<file path="src/design/sparse_bucket_group_store_core_assert.svh">
// Assertion macros used by the sparse bucket store datapath.
`ifndef SPARSE_BUCKET_GROUP_STORE_CORE_ASSERT_SVH
`define SPARSE_BUCKET_GROUP_STORE_CORE_ASSERT_SVH
`ifndef ASSERT_OFF
// Check that cond holds whenever trig holds, in the same cycle.
`define SBGS_ASSERT_NOW(lbl, trig, cond, msg) \
    lbl: assert property (@(posedge i_clk) disable iff (!i_rst_n) (trig) |-> (cond)) \
        else $error(msg);
// Check that cond holds in the cycle after trig.
`define SBGS_ASSERT_NEXT(lbl, trig, cond, msg) \
    lbl: assert property (@(posedge i_clk) disable iff (!i_rst_n) (trig) |=> (cond)) \
        else $error(msg);
`else
`define SBGS_ASSERT_NOW(lbl, trig, cond, msg)
`define SBGS_ASSERT_NEXT(lbl, trig, cond, msg)
`endif
`endif

</file>
<file path="src/design/sbgs_pkg.sv">
// Shared types and constants of the sparse bucket group store.
package sbgs_pkg;

    localparam int BUCKETS     = 32;
    localparam int BUCKET_W    = 5;
    localparam int VALUE_W     = 32;
    localparam int IN_TDATA_W  = 40;
    localparam int OUT_TDATA_W = 32;
    localparam int OUT_TUSER_W = 2;

    localparam logic KIND_INSERT = 1'b0;
    localparam logic KIND_QUERY  = 1'b1;

    typedef enum logic [2:0] {
        S_IDLE,
        S_FIND_END,
        S_FIND_START,
        S_SHIFT,
        S_PLACE,
        S_QUERY,
        S_REPLY
    } t_state;

    typedef enum logic [1:0] {
        REP_OK,
        REP_DROP,
        REP_EMPTY
    } t_reply;

    typedef struct packed {
        logic   capture;
        logic   find_end;
        logic   find_start;
        logic   shift;
        logic   place;
        logic   query;
        logic   reply;
        t_reply reply_code;
    } t_cmd;

    typedef struct packed {
        logic is_query;
        logic full;
        logic occupied;
        logic shift_done;
        logic query_done;
        logic out_free;
    } t_status;

endpackage

</file>
<file path="src/design/sbgs_ctrl.sv">
// Controller state machine of the sparse bucket group store.
module sbgs_ctrl
    import sbgs_pkg::*;
(
    input  logic    i_clk,
    input  logic    i_rst_n,
    input  logic    i_in_valid,
    output logic    o_in_ready,
    input  t_status i_status,
    output t_cmd    o_cmd
);

    t_state r_state, n_state;
    t_reply r_reply, n_reply;

    always_ff @(posedge i_clk) begin
        if (!i_rst_n) begin
            r_state <= S_IDLE;
            r_reply <= REP_OK;
        end else begin
            r_state <= n_state;
            r_reply <= n_reply;
        end
    end

    always_comb begin
        n_state    = r_state;
        n_reply    = r_reply;
        o_in_ready = 1'b0;
        o_cmd      = '0;
        o_cmd.reply_code = r_reply;
        unique case (r_state)
            S_IDLE: begin
                o_in_ready = 1'b1;
                if (i_in_valid) begin
                    o_cmd.capture = 1'b1;
                    n_state       = S_FIND_END;
                end
            end
            S_FIND_END: begin
                o_cmd.find_end = 1'b1;
                if (i_status.is_query) begin
                    if (!i_status.occupied) begin
                        n_reply = REP_EMPTY;
                        n_state = S_REPLY;
                    end else begin
                        n_state = S_FIND_START;
                    end
                end else if (i_status.full) begin
                    n_reply = REP_DROP;
                    n_state = S_REPLY;
                end else begin
                    n_state = S_SHIFT;
                end
            end
            S_FIND_START: begin
                o_cmd.find_start = 1'b1;
                n_state          = S_QUERY;
            end
            S_SHIFT: begin
                o_cmd.shift = 1'b1;
                if (i_status.shift_done) begin
                    n_state = S_PLACE;
                end
            end
            S_PLACE: begin
                o_cmd.place = 1'b1;
                n_reply     = REP_OK;
                n_state     = S_REPLY;
            end
            S_QUERY: begin
                o_cmd.query = 1'b1;
                if (i_status.query_done) begin
                    n_state = S_IDLE;
                end
            end
            S_REPLY: begin
                if (i_status.out_free) begin
                    o_cmd.reply = 1'b1;
                    n_state     = S_IDLE;
                end
            end
            default: begin
                n_state = S_IDLE;
            end
        endcase
    end

endmodule

</file>
<file path="src/design/sbgs_dpath.sv">
// Datapath of the sparse bucket group store: bitmap, offsets, item memory, output register.
module sbgs_dpath
    import sbgs_pkg::*;
#(
    parameter int CAPACITY = 64
) (
    input  logic                   i_clk,
    input  logic                   i_rst_n,
    input  t_cmd                   i_cmd,
    output t_status                o_status,
    input  logic                   i_kind,
    input  logic [BUCKET_W-1:0]    i_bucket,
    input  logic [VALUE_W-1:0]     i_value,
    input  logic                   i_out_ready,
    output logic                   o_out_valid,
    output logic [VALUE_W-1:0]     o_out_item,
    output logic                   o_out_last,
    output logic                   o_out_empty,
    output logic                   o_out_dropped
);

`include "sparse_bucket_group_store_core_assert.svh"

    localparam int CW = $clog2(CAPACITY + 1);
    localparam int AW = (CAPACITY > 1) ? $clog2(CAPACITY) : 1;

    logic                r_kind;
    logic [BUCKET_W-1:0] r_bucket;
    logic [VALUE_W-1:0]  r_value;
    logic [BUCKETS-1:0]  r_occ;
    logic [CW-1:0]       r_start [BUCKETS];
    logic [CW-1:0]       r_total;
    logic [CW-1:0]       r_end;
    logic [CW-1:0]       r_ptr;
    logic [AW-1:0]       r_wa;
    logic                r_wv;
    logic [VALUE_W-1:0]  r_rd_data;
    logic                r_rd_pend;
    logic                r_rd_last;
    logic                r_out_valid;
    logic [VALUE_W-1:0]  r_out_item;
    logic                r_out_last;
    logic                r_out_empty;
    logic                r_out_dropped;

    logic [VALUE_W-1:0]  mem [CAPACITY];

    logic [CW-1:0]       end_sel;
    logic [CW-1:0]       first_sel;
    logic [CW-1:0]       ptr_dec;
    logic [CW-1:0]       ptr_inc;
    logic                out_free;
    logic                sh_rd;
    logic                q_load;
    logic                q_issue;
    logic                mem_re;
    logic [AW-1:0]       mem_ra;
    logic                mem_we;
    logic [AW-1:0]       mem_wa;
    logic [VALUE_W-1:0]  mem_wd;

    // End of a bucket is the start of the next bucket, or the fill level for the top one.
    assign end_sel   = (r_bucket == BUCKET_W'(BUCKETS - 1)) ? r_total
                                                            : r_start[r_bucket + BUCKET_W'(1)];
    assign first_sel = r_start[r_bucket];
    assign ptr_dec   = r_ptr - CW'(1);
    assign ptr_inc   = r_ptr + CW'(1);
    assign out_free  = !r_out_valid || i_out_ready;

    assign sh_rd   = i_cmd.shift && (r_ptr > r_end);
    assign q_load  = i_cmd.query && r_rd_pend && out_free;
    assign q_issue = i_cmd.query && (r_ptr < r_end) && (!r_rd_pend || q_load);

    assign mem_re = sh_rd || q_issue;
    assign mem_ra = sh_rd ? ptr_dec[AW-1:0] : r_ptr[AW-1:0];
    assign mem_we = (i_cmd.shift && r_wv) || i_cmd.place;
    assign mem_wa = i_cmd.place ? r_end[AW-1:0] : r_wa;
    assign mem_wd = i_cmd.place ? r_value : r_rd_data;

    assign o_status.is_query   = (r_kind == KIND_QUERY);
    assign o_status.full       = (r_total >= CW'(CAPACITY));
    assign o_status.occupied   = r_occ[r_bucket];
    assign o_status.shift_done = !(r_ptr > r_end) && !r_wv;
    assign o_status.query_done = !(r_ptr < r_end) && !r_rd_pend;
    assign o_status.out_free   = out_free;

    always_ff @(posedge i_clk) begin
        if (mem_we) begin
            mem[mem_wa] <= mem_wd;
        end
        if (mem_re) begin
            r_rd_data <= mem[mem_ra];
        end
    end

    // Captured transaction fields and cursors.
    always_ff @(posedge i_clk) begin
        if (i_cmd.capture) begin
            r_kind   <= i_kind;
            r_bucket <= i_bucket;
            r_value  <= i_value;
        end
        if (i_cmd.find_end) begin
            r_end <= end_sel;
            r_ptr <= r_total;
        end else if (i_cmd.find_start) begin
            r_ptr <= first_sel;
        end else if (sh_rd) begin
            r_ptr <= ptr_dec;
        end else if (q_issue) begin
            r_ptr <= ptr_inc;
        end
        if (sh_rd) begin
            r_wa <= r_ptr[AW-1:0];
        end
        if (q_issue) begin
            r_rd_last <= (ptr_inc == r_end);
        end
    end

    // Bitmap, offsets and fill level.
    always_ff @(posedge i_clk) begin
        if (!i_rst_n) begin
            r_occ   <= '0;
            r_total <= '0;
            for (int j = 0; j < BUCKETS; j++) begin
                r_start[j] <= '0;
            end
        end else if (i_cmd.place) begin
            r_occ[r_bucket] <= 1'b1;
            r_total         <= r_total + CW'(1);
            for (int j = 1; j < BUCKETS; j++) begin
                if (BUCKET_W'(j) > r_bucket) begin
                    r_start[j] <= r_start[j] + CW'(1);
                end
            end
        end
    end

    always_ff @(posedge i_clk) begin
        if (!i_rst_n) begin
            r_wv      <= 1'b0;
            r_rd_pend <= 1'b0;
        end else begin
            r_wv <= sh_rd;
            if (q_issue) begin
                r_rd_pend <= 1'b1;
            end else if (q_load) begin
                r_rd_pend <= 1'b0;
            end
        end
    end

    // Output register: query data or a single status result.
    always_ff @(posedge i_clk) begin
        if (!i_rst_n) begin
            r_out_valid <= 1'b0;
        end else if (q_load || i_cmd.reply) begin
            r_out_valid <= 1'b1;
        end else if (i_out_ready) begin
            r_out_valid <= 1'b0;
        end
    end

    always_ff @(posedge i_clk) begin
        if (q_load) begin
            r_out_item    <= r_rd_data;
            r_out_last    <= r_rd_last;
            r_out_empty   <= 1'b0;
            r_out_dropped <= 1'b0;
        end else if (i_cmd.reply) begin
            r_out_item    <= '0;
            r_out_last    <= 1'b1;
            r_out_empty   <= (i_cmd.reply_code == REP_EMPTY);
            r_out_dropped <= (i_cmd.reply_code == REP_DROP);
        end
    end

    assign o_out_valid   = r_out_valid;
    assign o_out_item    = r_out_item;
    assign o_out_last    = r_out_last;
    assign o_out_empty   = r_out_empty;
    assign o_out_dropped = r_out_dropped;

    `SBGS_ASSERT_NOW(a_total_cap, 1'b1, r_total <= CW'(CAPACITY), "fill level above capacity")
    `SBGS_ASSERT_NOW(a_top_start, 1'b1, r_start[BUCKETS-1] <= r_total, "offset beyond fill level")
    `SBGS_ASSERT_NOW(a_shift_addr, i_cmd.shift && r_wv, CW'(r_wa) > r_end,
        "shift write at or below bucket end")

endmodule

</file>
<file path="src/design/sparse_bucket_group_store_core.sv">
// Top level of the sparse bucket group store: stream ports, controller and datapath.
//
// Channel   Direction  Handshake       Payload
// s_axis    in         tvalid/tready   tuser: kind; tdata: bucket, value
// m_axis    out        tvalid/tready   tdata: item; tlast: last; tuser: bucket_empty, dropped
//
// A transaction is taken only while the controller is idle; one is in work at a time.
// Insert: look up the bucket end, then shift the N items stored above it (N < CAPACITY)
//   up by one in the item memory, one item per cycle, place the value and reply; a
//   refused insert goes from the lookup straight to the reply. The controller then
//   returns to idle for the next transaction.
// Query: look up the bucket start, then one result per cycle out of the item memory read
//   port while m_axis takes them; an absent bucket gives a single status result.
// No clearing pass after reset: offsets and the bitmap are cleared directly by the reset.
// A stalled m_axis holds the output register and pauses query reads of the item memory;
//   the next s_axis transaction may be taken while the last result still waits.
module sparse_bucket_group_store_core
    import sbgs_pkg::*;
#(
    parameter int CAPACITY = 64
) (
    input  logic                   i_clk,
    input  logic                   i_rst_n,
    input  logic                   i_s_axis_tvalid,
    output logic                   o_s_axis_tready,
    input  logic [IN_TDATA_W-1:0]  i_s_axis_tdata,   // [4:0] bucket, [36:5] value, rest zero
    input  logic                   i_s_axis_tuser,   // [0] kind (0 insert, 1 query)
    output logic                   o_m_axis_tvalid,
    input  logic                   i_m_axis_tready,
    output logic [OUT_TDATA_W-1:0] o_m_axis_tdata,   // [31:0] item
    output logic [OUT_TUSER_W-1:0] o_m_axis_tuser,   // [0] bucket_empty, [1] dropped
    output logic                   o_m_axis_tlast
);

    t_cmd    cmd;
    t_status status;
    logic    out_empty;
    logic    out_dropped;

    // Controller: sequences lookup, shift, placement, readout and reply.
    sbgs_ctrl u_ctrl (
        .i_clk      (i_clk),
        .i_rst_n    (i_rst_n),
        .i_in_valid (i_s_axis_tvalid),
        .o_in_ready (o_s_axis_tready),
        .i_status   (status),
        .o_cmd      (cmd)
    );

    // Datapath, fed with the kind, bucket and value unpacked from the stream transaction.
    sbgs_dpath #(
        .CAPACITY (CAPACITY)
    ) u_dpath (
        .i_clk         (i_clk),
        .i_rst_n       (i_rst_n),
        .i_cmd         (cmd),
        .o_status      (status),
        .i_kind        (i_s_axis_tuser),
        .i_bucket      (i_s_axis_tdata[BUCKET_W-1:0]),
        .i_value       (i_s_axis_tdata[BUCKET_W+VALUE_W-1:BUCKET_W]),
        .i_out_ready   (i_m_axis_tready),
        .o_out_valid   (o_m_axis_tvalid),
        .o_out_item    (o_m_axis_tdata),
        .o_out_last    (o_m_axis_tlast),
        .o_out_empty   (out_empty),
        .o_out_dropped (out_dropped)
    );

    assign o_m_axis_tuser = {out_dropped, out_empty};

endmodule
</file>
<file path="config.mk">
export PLATFORM = sky130hd
export DESIGN_NAME = sparse_bucket_group_store_core
export DESIGN_NICKNAME = d
export VERILOG_FILES = /design/src/design/sbgs_pkg.sv /design/src/design/sbgs_ctrl.sv /design/src/design/sbgs_dpath.sv /design/src/design/sparse_bucket_group_store_core.sv
export VERILOG_INCLUDE_DIRS = /design/src /design/src/design
export SDC_FILE = /design/constraint.sdc
export NUM_CORES = 2
export LEC_CHECK = 0
export ABC_AREA = 0
export ABC_CLOCK_PERIOD_IN_PS = 5800
export BUFFER_PORTS_ARGS = -buffer_cell sky130_fd_sc_hd__buf_2
export CAP_MARGIN = 20
export CORE_MARGIN = 5
export CORE_UTILIZATION = 55
export CTS_BUF_LIST = sky130_fd_sc_hd__clkbuf_4 sky130_fd_sc_hd__clkbuf_8
export DETAILED_ROUTE_END_ITERATION = 10
export PLACE_DENSITY = 0.71
export SLEW_MARGIN = 20
export SYNTH_ARGS = -nofsm -noshare
export SYNTH_HDL_FRONTEND = slang
export SYNTH_HIERARCHICAL = 1
export SYNTH_SLANG_ARGS = --single-unit
</file>
<file path="constraint.sdc">
create_clock -name i_clk -period 5.8 [get_ports i_clk]
set_input_delay 1.16 -clock i_clk [delete_from_list [all_inputs] [get_ports i_clk]]
set_output_delay 1.16 -clock i_clk [all_outputs]
set_load 0.01 [all_outputs]
</file>
Word-level counts from Yosys, hierarchy flattened:

Memories as Yosys holds them, arrays and structs flattened. A register that Yosys moved wholly into a read port is not among the register bits.
Cells that the tools add are included.

* bits in registers: 141
* latch bits: 0
* RAM bits: 2272
* ROM bits: 0
* logic and storage cells: 367
* memories kept: 2

* $add $sub $neg: 35
* $mul: 0
* div/mod/pow operators: 0
* $lt $le $gt $ge: 36
* eq/ne operators: 16
* shift-type cells: 0
* multiplexer cells: 201
* bitwise gates (word level): 32
* reductions and logical operators: 27

Memory list
* u_dpath.mem: words 64, bits a word 32, rd ports 1, clocked after Yosys merged registers in 1, wr ports 1, line sbgs_dpath.sv:46 `logic [VALUE_W-1:0] mem [CAPACITY];`
* u_dpath.r_start: words 32, bits a word 7, rd ports 33, clocked after Yosys merged registers in 1, wr ports 32, line sbgs_dpath.sv:31 `logic [CW-1:0] r_start [BUCKETS];`

Operators by type and width (number)
* 2-to-1 mux 7 bit: 36
* adder 7 x 1 -> 7 bit, second input constant: 33
* 2-to-1 mux 1 bit: 145
* 2-to-1 mux 32 bit: 3
* > comparator 5 bit, first input constant: 16
* > comparator 4 x 5 -> 1 bit, first input constant: 8
* bitwise OR 32 bit: 1
* bitwise OR 1 bit: 31
* 2-to-1 mux 3 bit: 7
* one-hot mux 3 bit (7 select lines): 1
* > comparator 3 x 5 -> 1 bit, first input constant: 4
* 2-to-1 mux 6 bit: 2
* > comparator 2 x 5 -> 1 bit, first input constant: 2
* == test 3 bit, second input constant: 3
* logical AND 1 bit: 9
* nonzero test 2 bit: 4
* == test 7 bit: 1
* greater-or-equal comparator 7 bit, second input constant: 1
* > comparator 7 bit: 1
* < comparator 7 bit: 1
* subtractor 7 x 1 -> 7 bit, second input constant: 1
* == test 3 x 2 -> 1 bit, second input constant: 2
* < comparator 5 x 6 -> 1 bit, second input constant: 1
* 2-to-1 mux 2 bit: 3
* 21 further kinds: 31

Longest topological paths before layout:

* depth after elaboration: 10
* depth in mapped cells: 19
* mapped depth without buffers: 12

Hierarchy:

Netlist, hierarchy kept.

Modules (own cells, without submodules)
* sbgs_dpath: times used 1, cells an instance 7402, area each 107081.4 um^2, sequential area each 72719.7 um^2
* sbgs_ctrl: times used 1, cells an instance 45, area each 362.8 um^2, sequential area each 100.1 um^2
* sparse_bucket_group_store_core: times used 1, cells an instance 2, area each 15.0 um^2, sequential area each 0.0 um^2

Worst setup path after synthesis:

OpenSTA, ideal clock, no wires.

* path type: flip-flop to flip-flop
* from: register u_dpath.r_ptr[0]
* to: register u_dpath.r_ptr[0] (enable)
* arrival: 3.761 ns
* data required time: 5.510 ns
* setup slack: 1.749 ns
* stages on the path, launching flop included: 13
* buffers on the path: 5
* clock period less this slack: 4.051 ns
* cell sequence: edfxtp_1 buf_2 inv_2 clkbuf_1 buf_1 clkbuf_1 ha_1 nand3_1 o21a_1 o21ai_4 clkbuf_1 nand2b_1 or3_1

* word-level cells in the longest chain between the ends: 4
* elaborated cells between the ends (all ways): 6
* those cells by class: 2 x order compare; 4 x reduce/logical

Ends and longest elaborated chain
* from (decl): line sbgs_dpath.sv:34 `logic [CW-1:0] r_ptr;`
* from (signal assigned): line sbgs_dpath.sv:105 `r_ptr <= r_total;`
* from (signal assigned): line sbgs_dpath.sv:107 `r_ptr <= first_sel;`
* from (signal assigned): line sbgs_dpath.sv:109 `r_ptr <= ptr_dec;`
* < comparator 7 bit: line sbgs_dpath.sv:72 `assign q_issue = i_cmd.query && (r_ptr < r_end) && (!r_rd_pend || q_load);`
* logical AND 1 bit (2 in a row): line sbgs_dpath.sv:72
* nonzero test 4 bit (no source line) *

Every way passes the cells marked *; elsewhere a longest branch is shown, timed or not.
A chain may end at the register's enable or synchronous reset.

Worst setup path after layout:

* from: register u_dpath.r_end[4]
* to: register u_dpath.r_rd_data[0], read port of u_dpath.mem (data pin)

* word-level cells in the longest chain between the ends: 4
* elaborated cells between the ends (all ways): 7
* those cells by class: 2 x order compare; 1 x mux; 4 x reduce/logical

Ends and longest elaborated chain
* from (decl): line sbgs_dpath.sv:33 `logic [CW-1:0] r_end;`
* from (signal assigned): line sbgs_dpath.sv:104 `r_end <= end_sel;`
* < comparator 7 bit: line sbgs_dpath.sv:72
* logical AND 1 bit (2 in a row): line sbgs_dpath.sv:72
* logical OR 1 bit: line sbgs_dpath.sv:74 `assign mem_re = sh_rd || q_issue;`
* to (decl): line sbgs_dpath.sv:37 `logic [VALUE_W-1:0] r_rd_data;`

Several ways; a longest one is shown, not always the timed one.

==> flow_summary.ini <==
[floorplanning]
rows = 162
core_area_sq_um = 194600
initial_core_util_pct = 55.22
io_pins = 82
die_width_um = 452.0
die-area_sq_um = 204300
die_h_um = 452.0

[clock_tree]
cts-hold-fix-buffers = 0
clock_sinks = 2443
insertion_delay_ns = 1.10
cts_buffer_depth = 4
postCtsSetupBuffers = 0
clock_tree.root_cell = clkbuf_8
htree_levels = 5
cts_tree = done
cts_buffers = 398
cts_resized = 0
clkTransAtPathRegs_ns = 0.06

[synth]
yosysMostFrequentCell = edfxtp_1
ys_warn_count = 6
syn_area_sq_um = 107500
avgSynthCellArea_sq_um = 14.43
synth_top_area_share_pct = 66.76
synthFlopType = edfxtp_1
synth_area_leaders = edfxtp_1, mux4_2, nand2_1
yosysTopAreaCell = edfxtp_1
seq_area_frac_synth_pct = 67.77
synth_cells = 7449
ys_ff_latch = 2443
synth.distinct_cells = 80
synth_edf_count = 2389
synthesis.nets = 7541
synth-async-reset-ratio_pct = 0
synthTopCellsByCount = edfxtp_1, nand2_1, nor2_1

[min_path]
hold_path_class = input port to flop
worstHoldStart = i_s_axis_tdata[35]

[layout]
fillerInstances = 14160
areaGrowthSynthToFinish_pct = 11.40
drive_gt1_share_pct = 19.11
nets = 7759
design_area_sq_um = 119700

[routing]
viasPerCell = 6.808
drt-total-wl_um = 320200
wire_per_inst_um = 30.46
dr.first_iter.drc_count = 10210
drc = 0
vias = 71580
ant_nets = 0
drt-pass1-iter-count = 8

[global_routing]
antenna_found_initial = 15
grt_max_degree = 121
grt_pass1_wl_um = 463200
grtUsageTotal_pct = 30.79
grt_pass1_vias = 69730
grt.overflow.total = 0

[timing]
setup_viol = 0
relSlewSlack_pct = 20.91
hold_viol_final = 0
finalCriticalPeriod_ns = 5.170
period_share_pct = 89.14
tightest_slew_ns = 1.174
max_freq_mhz = 193.4
maxSlewViolCount = 0
rsz0062_at_grt = no
tns_ns = 0
finClkSkew_ns = 0.1171

[setup_path]
end_kind = flop
cp-startpoint = u_dpath/r_end[4]
reg2reg_from = u_dpath/r_end[4]
crit_type = flop to flop
worstPathMaxFanout = 56
cp.required_ns = 6.75
worstPathArrival_ns = 6.12
worstSetupStartpointType = flop

[placed_design]
port_buffers = 78
hpwl_um = 192500
placed_cell_area_sq_um = 112200
gp_congestion = 0.9017

[pwr]
power_uw = 62080
powerDensity_nw_per_um2 = 518.6
peakVddDrop_mv = 0.6344
leakage_uw = 0.03942

[outcome]
status = complete, no violations

[job]
maxCapViolCount = 0
## final cells by class
type / instances / area [sq um] / area share (%)
Clock inverter: 152 / 829.5 / 0.6930
Sequential cell: 2443 / 72830 / 60.83
Antenna cell: 13 / 32.53 / 0.02717
Tap cell: 2542 / 3181 / 2.657
Timing Repair Buffer: 351 / 3023 / 2.525
Multi-Input combinational cell: 4433 / 33010 / 27.58
Clock buffer: 540 / 6650 / 5.555
Inverter: 40 / 155.1 / 0.1296
## cells in the final DEF (no fill, tap or decap), types with 89 or more instances in the layout
| cell | instances |
|---|---|
| and3_1 | 121 |
| xnor2_1 | 89 |
| nor3_1 | 160 |
| mux2i_1 | 198 |
| o21ai_0 | 122 |
| nor2_1 | 396 |
| clkinv_1 | 102 |
| edfxtp_1 | 2389 |
| a31oi_1 | 93 |
| buf_4 | 227 |
| clkbuf_4 | 125 |
| mux4_2 | 378 |
| o22ai_1 | 408 |
| nand3_1 | 383 |
| nand2_1 | 1061 |
| clkbuf_8 | 415 |
## path summary, 6_finish.rpt
path / end / slack, ns / cells after the start
worst max-delay path: u_dpath/r_rd_data[0] / 0.63 / 13
worst min-delay path: u_dpath/r_value[30] / 0.23 / 1
worst min register to register: u_dpath/r_occ[13] / 0.47 / 1
worst max register to register: u_dpath/r_rd_data[0] / 0.63 / 13
## report_power, final
part | switching (uW) | internal (uW)
clock | 6690 | 7690
combinational | 16600 | 8320
sequential | 748 | 22000
## logic make-up after synthesis
group	count (synthesis)	synth area share, %
DFF	2443	67.77
and+or+nand+nor	2382	9.720
AOI/OAI and AO/OA	1165	7.649
muxes	657	10.61
buffers and inverters	573	2.215
xor gates and xnor gates	182	1.490
adders and majority gates	47	0.5472
## metrics by stage
stage / hold slack, ns / utilization (%) / instances / setup WS (ns)
final: 0.2327 / 61.52 / 10510 / 0.6297
after global routing: 0.1722 / 61.51 / 10510 / 0.5055
after CTS: 0.1437 / 61.49 / 10500 / 0.7665
after detailed placement: 0.4528 / 57.64 / 9808 / 0.7400
after global placement: 0.4420 / 57.62 / 9807 / 0.8161
after floorplan: 0.4315 / - / 7449 / 1.749
## sequential cells by signal, summed over array words and instances (netlist names), 2 cells and up, named ones only
| name | flops |
|---|---|
| u_dpath/o_out_item | 32 |
| u_dpath/r_ptr | 7 |
| u_dpath/r_value | 32 |
| u_dpath/mem | 2048 |
| u_ctrl/r_reply | 2 |
| u_dpath/r_wa | 6 |
| u_dpath/r_occ | 32 |
| u_dpath/r_rd_data | 32 |
| u_ctrl/r_state | 3 |
| u_dpath/r_total | 7 |
| u_dpath/r_bucket | 5 |
| u_dpath/r_end | 7 |
| u_dpath/r_start | 217 |
## critical path: stages, from the launching register on
cell and delay [ns]:
edfxtp_1 0.41, inv_1 0.19, ha_1 0.30, a21o_1 0.22
a31o_2 0.30, o21ai_4 0.52, inv_4 0.41, o21ai_4 0.85
buf_12 0.37, nand2_1 0.10, a32oi_1 0.25, a31oi_1 0.27
nor4_1 0.65, o21a_1 0.18
## layer usage
layer / routed length, um / vias up / GRT usage (%)
met2: 145600 / 4939 / 46.81
met1: 113400 / 35850 / 40.96
met5: 43 / - / 0
met3: 39010 / 973 / 6.728
met4: 22160 / 6 / 18.97
li1: - / 29810 / -
No activity file was read; power rests on OpenSTA's default activity.
